<file path="src/rtl/core/smi_pkg.sv">
// shared types, operation and error codes for the sign-magnitude 128-bit alu
// no dependencies
package smi_pkg;

	localparam int WordW = 128;
	localparam int HalfW = 64;
	localparam int Steps = 128;

	typedef enum logic [3:0] {
		OP_ADD  = 4'd0,
		OP_SUB  = 4'd1,
		OP_DIV  = 4'd2,
		OP_MOD  = 4'd3,
		OP_MUL  = 4'd4,
		OP_EQ   = 4'd5,
		OP_NE   = 4'd6,
		OP_GT   = 4'd7,
		OP_LE   = 4'd8,
		OP_FROM = 4'd9
	} op_e;

	typedef enum logic [1:0] {
		ERR_NONE = 2'd0,
		ERR_OVF  = 2'd1,
		ERR_DIV0 = 2'd2
	} err_e;

	typedef struct packed {
		logic [3:0]       operation;
		logic [HalfW-1:0] lhs_high;
		logic [HalfW-1:0] lhs_low;
		logic [HalfW-1:0] rhs_high;
		logic [HalfW-1:0] rhs_low;
	} in_t;

	typedef struct packed {
		logic [HalfW-1:0] result_high;
		logic [HalfW-1:0] result_low;
		logic             truth;
		logic [1:0]       error;
	} out_t;

	// state carried down the cell chain
	typedef struct packed {
		logic [3:0]       op;
		logic             use_cell;
		logic             neg;
		logic [WordW-1:0] src;
		logic [WordW-1:0] dvs;
		logic [WordW-1:0] acc;
		logic [WordW-1:0] quo;
		logic             ovf;
		out_t             res;
	} stage_t;

	// sign and 128-bit magnitude to encoding; zero magnitude is positive
	function automatic out_t encode(input logic neg, input logic [WordW-1:0] mag);
		out_t r;
		r = '0;
		if (mag[WordW-1]) begin
			r.error = ERR_OVF;
		end else begin
			r.result_high = {neg && (mag != '0), mag[WordW-2:HalfW]};
			r.result_low  = mag[HalfW-1:0];
			r.error       = ERR_NONE;
		end
		return r;
	endfunction

endpackage

</file>
<file path="src/rtl/core/smi_back.sv">
// final encoding of quotient, remainder or product after the chain
// depends on smi_pkg
module smi_back (
	input  smi_pkg::stage_t st,
	output smi_pkg::out_t   res
);
	import smi_pkg::*;

	always_comb begin
		res = st.res;
		if (st.use_cell) begin
			case (op_e'(st.op))
				OP_DIV: res = encode(st.neg, st.quo);
				OP_MOD: res = encode(st.neg, st.acc);
				OP_MUL: begin
					if (st.ovf) begin
						res       = '0;
						res.error = ERR_OVF;
					end else begin
						res = encode(st.neg, st.acc);
					end
				end
				default: res = st.res;
			endcase
		end
	end

endmodule

</file>
<file path="config.mk">
export PLATFORM = sky130hd
export DESIGN_NAME = smi_back
export DESIGN_NICKNAME = d
export VERILOG_FILES = /design/src/rtl/core/smi_pkg.sv /design/src/rtl/core/smi_back.sv
export SDC_FILE = /design/constraint.sdc
export NUM_CORES = 1
export LEC_CHECK = 0
export ABC_AREA = 1
export BUFFER_PORTS_ARGS = -buffer_cell sky130_fd_sc_hd__buf_2
export CAP_MARGIN = 40
export CORE_AREA = 2 2 302 304
export DETAILED_ROUTE_END_ITERATION = 7
export DIE_AREA = 0 0 304 306
export PLACE_DENSITY = 0.32
export SKIP_LAST_GASP = 1
export SLEW_MARGIN = 20
export SYNTH_ARGS = -nofsm -noshare
export SYNTH_HDL_FRONTEND = slang
export SYNTH_SLANG_ARGS = --single-unit
</file>
<file path="constraint.sdc">
create_clock -name vclk -period 3.2
set_clock_uncertainty 0.2 [all_clocks]
set_input_delay 0.16 -clock vclk [all_inputs]
set_output_delay 0.16 -clock vclk [all_outputs]
set_load 0.01 [all_outputs]
</file>
==> key figures <==
Placement
  • DP Area: 7684 um^2
  • Dpl hpwl: 37,360 um
  • Placed cells: 2,510
  • IO Port Bufs: 525
  • RD Place Congestion: 0.8056

Worst setup path
  • Worst EP arrival: 2.18 ns
  • CP delay by family, top: simple AND/OR/NAND/NOR gates
  • CP peak stage delay: 0.35 ns
  • WP depth: 12
  • Critical path peak fanout: 2
  • Setup crit end kind: output pin
  • Worst setup SP type: primary input
  • CP Buf/Inv Count: 2
  • Critical path cell sequence: buf_2 > nor2_1 > nand2_1 > nor2_1 > nand2_1 > nor2_1 > nand2_1 > o21ai_0 > nand2_1 > nand2_1 > nand2_1 > buf_2
  • Critical path type: in2out
  • Crit path from: st[223]
  • End of the critical path: res[130]
  • CP required: 2.84 ns
  • Slowest cell on the critical path: nor2_1
  • CP most frequent cell: nand2_1

Floorplan
  • I/O pin cnt: 781
  • Die footprint: 93,020 um^2
  • Die Wd: 304 um
  • Initial Util: 4.036%
  • Die height: 306 um
  • Core ar.: 89,600 um^2
  • # rows: 110

Synth
  • Gate Count Post-Synth: 845
  • Total number of yosys warnings: 0
  • Most frequent cells after synthesis: nor2_1, a21oi_1, nand2_1, buf_2, buf_1
  • Top cells by area, synth: a21oi_1, nor2_1, nand2_1
  • Syn Area/Cell: 4.279 um^2
  • Mapped Area: 3616 um^2
  • Cell taking the most area after synthesis: a21oi_1
  • Most frequent cell after synthesis: nor2_1
  • Top cell type's share of synthesized area: 35.16%
  • Post-Synthesis Net Count: 1,495
  • Library cells used by synthesis: 18
  • Sequential area share after synthesis: 0%

Power
  • Leak pwr: 3.404 nW
  • Worst vdd ir: 0.04211 mV
  • PwrDens: 121.5 nW/um^2

GRT
  • Vias in the first global route: 7,666
  • Global-route wire length before repair: 55,440 um
  • Total track usage: 8.341%
  • Initial antenna violation count: 21
  • Overflow after GRT: 0
  • Largest net degree at the start of global routing: 63

Timing
  • Worst hold slack: 0.4134 ns
  • Worst Max-Slew Pin Slew: 0.4620 ns
  • Final hold vios: 0
  • Fmax: 394.2 MHz
  • Final Slew Violations: 0
  • Tmin final: 2.537 ns
  • Endpoints failing setup: 0
  • Post-route clock period utilization: 79.27%
  • Setup_tns: 0 ns
  • Setup repair after global routing missed its margin: false
  • Rel. slew slack: 69.09%

Final layout
  • Layout Cells excl Fill: 2,516
  • Layout clock buffers: 0
  • Storage cell area: 0 um^2
  • Sequential cells: 0
  • Area Growth Syn to Fin: 112.9%
  • Fin nets: 1,986
  • Final Util: 8.592%
  • Layout cell share with drive strength beyond 1: 41.23%
  • Final Cell Area: 7699 um^2

Min path
  • HP Class: in2out

Routing
  • Detailed-route via count: 7,522
  • Pre-Repair DR Iteration Count: 6
  • WL/cell: 16.49 um
  • DRC violations left: 0
  • Routed Antenna Nets: 0
  • Vias per cell: 2.990
  • DR iter-0 viols: 337
  • WL final: 41,480 um

Run
  • Total of max-cap violations: 0

Clock tree
  • Post-CTS resize count: 0
  • Post-CTS setup buffers: 0
  • Cts hold-fix bufs: 0

Run status
  • Status: completed
## layout by cell type (no fill, tap or decap)
cell type / netlist / layout
a21oi_4: 0 / 1
diode_2: 0 / 6
nand3_1: 4 / 4
buf_12: 0 / 8
a21oi_1: 254 / 254
inv_1: 5 / 5
o221ai_1: 1 / 1
nand2_4: 0 / 1
nor2_2: 1 / 1
o21ai_0: 2 / 2
nor2_1: 301 / 300
or2_1: 1 / 1
nand2_1: 216 / 215
a22o_1: 1 / 1
buf_2: 26 / 525
nand4_1: 1 / 1
inv_4: 0 / 1
buf_4: 11 / 12
nor2_4: 0 / 1
## cell type report
type	instances	area [um^2]
diodes	6	15.01
multi-input cells	783	3309
inverters	6	25.02
repair buffers	545	2878
fillers	10820	81900
well taps	1176	1471
## power breakdown
| group | switching [mW] | internal [mW] |
|---|---|---|
| combinational | 0.540 | 0.395 |
| clock | 0 | 0.000000212 |
| sequential | 0 | 0 |
## worst min-delay path by stage
stage,startpoint,end,slack (ns),cells after the start
2_1_floorplan,st[1],res[1],0.21,2
3_3_place_gp,st[130],res[130],0.41,4
3_5_place_dp,st[1],res[1],0.41,4
4_1_cts,st[1],res[1],0.41,4
5_1_grt,st[2],res[2],0.43,4
6_report,st[1],res[1],0.41,4
## kinds of logic (layout without fill, tap and decap cells)
family          count (synthesis)  after routing  share of synthesized area (%)
compound gates                259            259                          36.16
other cells                     0              6                              0
buf+inv                        62            551                          9.100
simple gates                  524            524                          54.74
## metrics by stage
stage	power (mW)	setup slack [ns]
final	0.9354	0.6634
after global routing	1.036	0.4093
after floorplan	0.3497	1.558
after CTS	0.9604	0.4456
after global placement	0.9612	0.4685
after detailed placement	0.9559	0.4611
## per-layer routing
| metal | track usage (%) | routed length (um) |
|---|---|---|
| met5 | 0 | 34 |
| met4 | 2.476 | 1390 |
| met3 | 1.963 | 3371 |
| met2 | 15.01 | 19770 |
| met1 | 9.759 | 16910 |
Note: power is estimated with default switching activity, not from simulation.
