<file path="src/rtl/core/smi_pkg.sv">
// shared types, operation and error codes for the sign-magnitude 128-bit alu
// no dependencies
package smi_pkg;

	localparam int WordW = 128;
	localparam int HalfW = 64;
	localparam int Steps = 128;

	typedef enum logic [3:0] {
		OP_ADD  = 4'd0,
		OP_SUB  = 4'd1,
		OP_DIV  = 4'd2,
		OP_MOD  = 4'd3,
		OP_MUL  = 4'd4,
		OP_EQ   = 4'd5,
		OP_NE   = 4'd6,
		OP_GT   = 4'd7,
		OP_LE   = 4'd8,
		OP_FROM = 4'd9
	} op_e;

	typedef enum logic [1:0] {
		ERR_NONE = 2'd0,
		ERR_OVF  = 2'd1,
		ERR_DIV0 = 2'd2
	} err_e;

	typedef struct packed {
		logic [3:0]       operation;
		logic [HalfW-1:0] lhs_high;
		logic [HalfW-1:0] lhs_low;
		logic [HalfW-1:0] rhs_high;
		logic [HalfW-1:0] rhs_low;
	} in_t;

	typedef struct packed {
		logic [HalfW-1:0] result_high;
		logic [HalfW-1:0] result_low;
		logic             truth;
		logic [1:0]       error;
	} out_t;

	// state carried down the cell chain
	typedef struct packed {
		logic [3:0]       op;
		logic             use_cell;
		logic             neg;
		logic [WordW-1:0] src;
		logic [WordW-1:0] dvs;
		logic [WordW-1:0] acc;
		logic [WordW-1:0] quo;
		logic             ovf;
		out_t             res;
	} stage_t;

	// sign and 128-bit magnitude to encoding; zero magnitude is positive
	function automatic out_t encode(input logic neg, input logic [WordW-1:0] mag);
		out_t r;
		r = '0;
		if (mag[WordW-1]) begin
			r.error = ERR_OVF;
		end else begin
			r.result_high = {neg && (mag != '0), mag[WordW-2:HalfW]};
			r.result_low  = mag[HalfW-1:0];
			r.error       = ERR_NONE;
		end
		return r;
	endfunction

endpackage

</file>
<file path="src/rtl/core/smi_cell.sv">
// one step of restoring division or shift-add multiplication, registered
// depends on smi_pkg
module smi_cell (
	input  logic            clk,
	input  logic            arst_n,
	input  logic            en,
	input  logic            in_valid,
	input  smi_pkg::stage_t in_stage,
	output logic            out_valid,
	output smi_pkg::stage_t out_stage
);
	import smi_pkg::*;

	stage_t         nxt;
	logic           bit_in, ge;
	logic [WordW-1:0] part;
	logic [WordW:0]   msum;
	logic             valid_q;
	stage_t           stage_q;

	always_comb begin
		nxt    = in_stage;
		bit_in = in_stage.src[WordW-1];
		part   = {in_stage.acc[WordW-2:0], bit_in};
		ge     = part >= in_stage.dvs;
		msum   = {in_stage.acc, 1'b0} + (bit_in ? {1'b0, in_stage.dvs} : '0);
		if (in_stage.use_cell) begin
			nxt.src = {in_stage.src[WordW-2:0], 1'b0};
			if (op_e'(in_stage.op) == OP_MUL) begin
				// once past 2^127 the product only grows
				nxt.ovf = in_stage.ovf | msum[WordW] | msum[WordW-1];
				nxt.acc = msum[WordW-1:0];
			end else begin
				nxt.acc = ge ? (part - in_stage.dvs) : part;
				nxt.quo = {in_stage.quo[WordW-2:0], ge};
			end
		end
	end

	always_ff @(posedge clk or negedge arst_n) begin
		if (!arst_n)
			valid_q <= 1'b0;
		else if (en)
			valid_q <= in_valid;
	end

	always_ff @(posedge clk) begin
		if (en)
			stage_q <= nxt;
	end

	assign out_valid = valid_q;
	assign out_stage = stage_q;

endmodule

</file>
<file path="config.mk">
export PLATFORM = sky130hd
export DESIGN_NAME = smi_cell
export DESIGN_NICKNAME = d
export VERILOG_FILES = /design/src/rtl/core/smi_pkg.sv /design/src/rtl/core/smi_cell.sv
export SDC_FILE = /design/constraint.sdc
export NUM_CORES = 2
export LEC_CHECK = 0
export BUFFER_PORTS_ARGS = -buffer_cell sky130_fd_sc_hd__buf_2
export CORE_AREA = 2 2 512 514
export DETAILED_ROUTE_END_ITERATION = 8
export DIE_AREA = 0 0 514 516
export GPL_ROUTABILITY_DRIVEN = 0
export PLACE_DENSITY = 0.3
export SYNTH_ARGS = -nofsm -noshare
export SYNTH_HDL_FRONTEND = slang
export SYNTH_SLANG_ARGS = --single-unit
export TNS_END_PERCENT = 50
</file>
<file path="constraint.sdc">
create_clock -name clk -period 1.84 [get_ports clk]
set_input_delay 0.368 -clock clk [delete_from_list [all_inputs] [get_ports clk]]
set_output_delay 0.368 -clock clk [all_outputs]
set_load 0.01 [all_outputs]
</file>
==> impl_results.md <==
* Clk root buf: clkbuf_16
* HP Class: in2reg
* CTS sink cnt at 651
* CTS tree: built
* Final hold vios at 0
* P&R area growth vs syn at 91.4%
* Synth Flop Type: edfxtp_1
* Detail Placement HPWL at 285 mm
* Final Worst Setup Slack at -1800 ps
* Share of synthesized registers carrying an async set or reset at 0.00154
* Worst path most repeated cell: buf_6
* Syn nets at 5794
* WP data required at 2390 ps
* Synth unique cells at 89
* Synth warn at 0
* Slew HR at 0.365
* RSZ-0062 raised after global routing: yes
* Fmax achieved at 275 MHz
* Most frequent cells in the layout: buf_4, buf_2, nand2_1, edfxtp_1, dlygate4sd3_1
* R2R setup slack at 1000 ps
* Pre-Repair DR Iteration Count at 5
* Routed Antenna Nets at 0
* DRT iter0 DRCs at 3530
* Rows at 187
* Xor-xnor portion of the synthesized cell area at 0.0429
* # DRC at 0
* Worst-skew pair later-pin latency at 710 ps
* Die width at 514 um
* Commonest non-fill, non-tap cell in the layout: buf_4
* Worst path max stage delay at 440 ps
* H-tree Lvls at 3
* Final min period at 3640 ps
* Core area at 259000 sq um
* Vias in the first global route at 55.6k
* Area occupied by multi-input gates at 28200 sq um
* Initial antenna violation count at 81
* Seq/Total Area, Yosys at 0.439
* Gr ovfl total at 0
* Violated checks: setup timing
* Vias/cell at 4.50
* Max_cap viols at 0
* Nets at 9502
* Final slew viol count at 0
* Worst Path Max Fanout at 8
* Slew @ Worst Pin at 941 ps
* Delay-heaviest family, CP: compound AO/OA/AOI/OAI gates
* Main combinational cell family by area after synthesis: compound AO/OA/AOI/OAI gates
* CP Launch Type: input pin
* I/O pin count at 1305
* WL/cell at 28.2 um
* WS Path Type: in2reg
* WP data arrival at 4190 ps
* Gr usage total at 0.244
* Die Area at 265000 sq um
* Compound-Gate Fraction of Synth Area at 0.199
* Initial Util at 0.172
* Status: finished with violations
* Final Cycle Share at 1.98
* CP endpoint kind: flip-flop
* Simple-gate share of the synthesized area at 0.168
* VDD IR-drop max at 0.000747 V
* Clk buf depth at 3
* Slowest cell on crit path: or4_4
* Number of synthesized flops with an enable pin at 650
* Util after Layout at 0.328
* #FFs+latches synth at 651
* Mux cell area share after synthesis at 0.0381
* Fillers at 27.5k
* Post-synthesis cell count at 4882
* Clock Skew at 0 ps
* Largest net degree at the start of global routing at 80
* Power consumption at 0.0606 W
* CTS Buf Count at 87
* I/O Buffers at 1304
* Post-Synth Adder-Cell Area at 0.0729
* Final setup fails at 212
* Layout cell share with drive strength beyond 1 at 0.502
* Buf/Inv on CP at 9
* Hold_ws at 33.1 ps
* Routed WL at 341 mm
* Die Ht at 516 um
* Register area at 19500 sq um
* Syn avg cell area at 9.11 sq um
* Clock transition at path regs at 60 ps
* Leakage at 37.6 nW
* P per Cell Area at 711 nW/um^2
* First-pass GRT wire length at 453 mm
* Synthesized area at 44500 sq um
* Crit path cell chain: buf_12 > clkinv_16 > buf_16 > buf_12 > buf_16 > nor2_4 > ha_4 > buf_4 > a221o_1 > a211o_1 > or4_4 > o32ai_4 > buf_6 > o21ai_2 > buf_6 > a211o_4 > buf_6 > or3_4 > a31oi_4
* DR vias at 54.4k
## sequential cells by signal, summed over array words and instances (netlist names)
name / count
out_valid: 1
out_stage: 650
## cell type report
| type | count | share of cell area |
|---|---|---|
| Timing Repair Buffer | 3865 | 0.342 |
| Multi-Input combinational cell | 3763 | 0.332 |
| Sequential cell | 651 | 0.230 |
| Antenna cell | 34 | 0.000999 |
| Tap cell | 3402 | 0.0500 |
| Clock inverter | 59 | 0.00907 |
| Clock buffer | 98 | 0.0261 |
| Inverter | 222 | 0.0106 |
## kinds of logic after synthesis
kind of cell / count (synthesis)
and+or+nand+nor: 1713
muxes: 153
AOI/OAI and AO/OA: 1421
adders and majority gates: 258
xor gates and xnor gates: 218
DFF: 651
buffers and inverters: 468
## metrics by stage
step	cells	worst slack, ps	setup TNS [ps]	area [sq um]
2_1_floorplan	4882	-1690	-267020	45300
3_3_place_gp	11200	-3690	-533730	69300
3_5_place_dp	11200	-3600	-522180	69300
4_1_cts	12000	-1730	-201050	81900
5_1_grt	12100	-1840	-208900	85100
6_report	12100	-1800	-196680	85100
## power by group
part | leakage (nW) | total, W | switching [W] | internal, W
sequential | 6.37 | 0.0186 | 0.000607 | 0.0180
combinational | 29.8 | 0.0235 | 0.0128 | 0.0107
clock | 1.44 | 0.0185 | 0.00801 | 0.0105
## synth_stat cells (25+ instances only)
library cell	count	area, sq um
a21boi_0	26	195
a21o_1	109	818
xor2_1	114	998
nand3_1	52	260
nor3_1	82	410
or3_1	27	169
o21ai_0	302	1510
ha_1	256	3200
mux2_2	132	1490
a31oi_1	45	282
xnor2_1	104	911
o211ai_1	85	638
a21oi_1	503	2520
nand2_1	779	2920
nor2_1	490	1840
clkbuf_1	215	807
o21bai_1	69	518
inv_1	222	833
edfxtp_1	650	19500
nand4_1	121	757
nand2b_1	25	156
o21a_1	41	308
a211oi_1	28	210
o31ai_1	29	218
## repair_timing
action | in CTS | in global routing
setup endpoints to repair | 262 | 246
pin swaps | 195 | 329
gates cloned | 15 | 8
hold buffers | 553 | 0
buffers inserted | 106 | 106
hold endpoints to repair | 511 | 0
gates resized for setup | 638 | 602
## per-layer routing
metal	up-vias	global-route usage	part of all wire
li1	25400	-	-
met1	27000	0.300	0.42
met2	1617	0.433	0.49
met3	391	0.0312	0.044
met4	26	0.0904	0.045
met5	-	0	0.00049
## path summary, 6_finish.rpt
check | to | from | depth (start not counted)
max in group asynchronous | out_valid | arst_n | 3
min in group asynchronous | out_valid | arst_n | 3
hold / removal | out_stage[502] | in_stage[502] | 2
setup / recovery | out_stage[371] | in_stage[643] | 19
setup reg to reg | out_valid | out_valid | 1
hold reg to reg | out_valid | out_valid | 1
No activity file was read; power rests on OpenSTA's default activity.
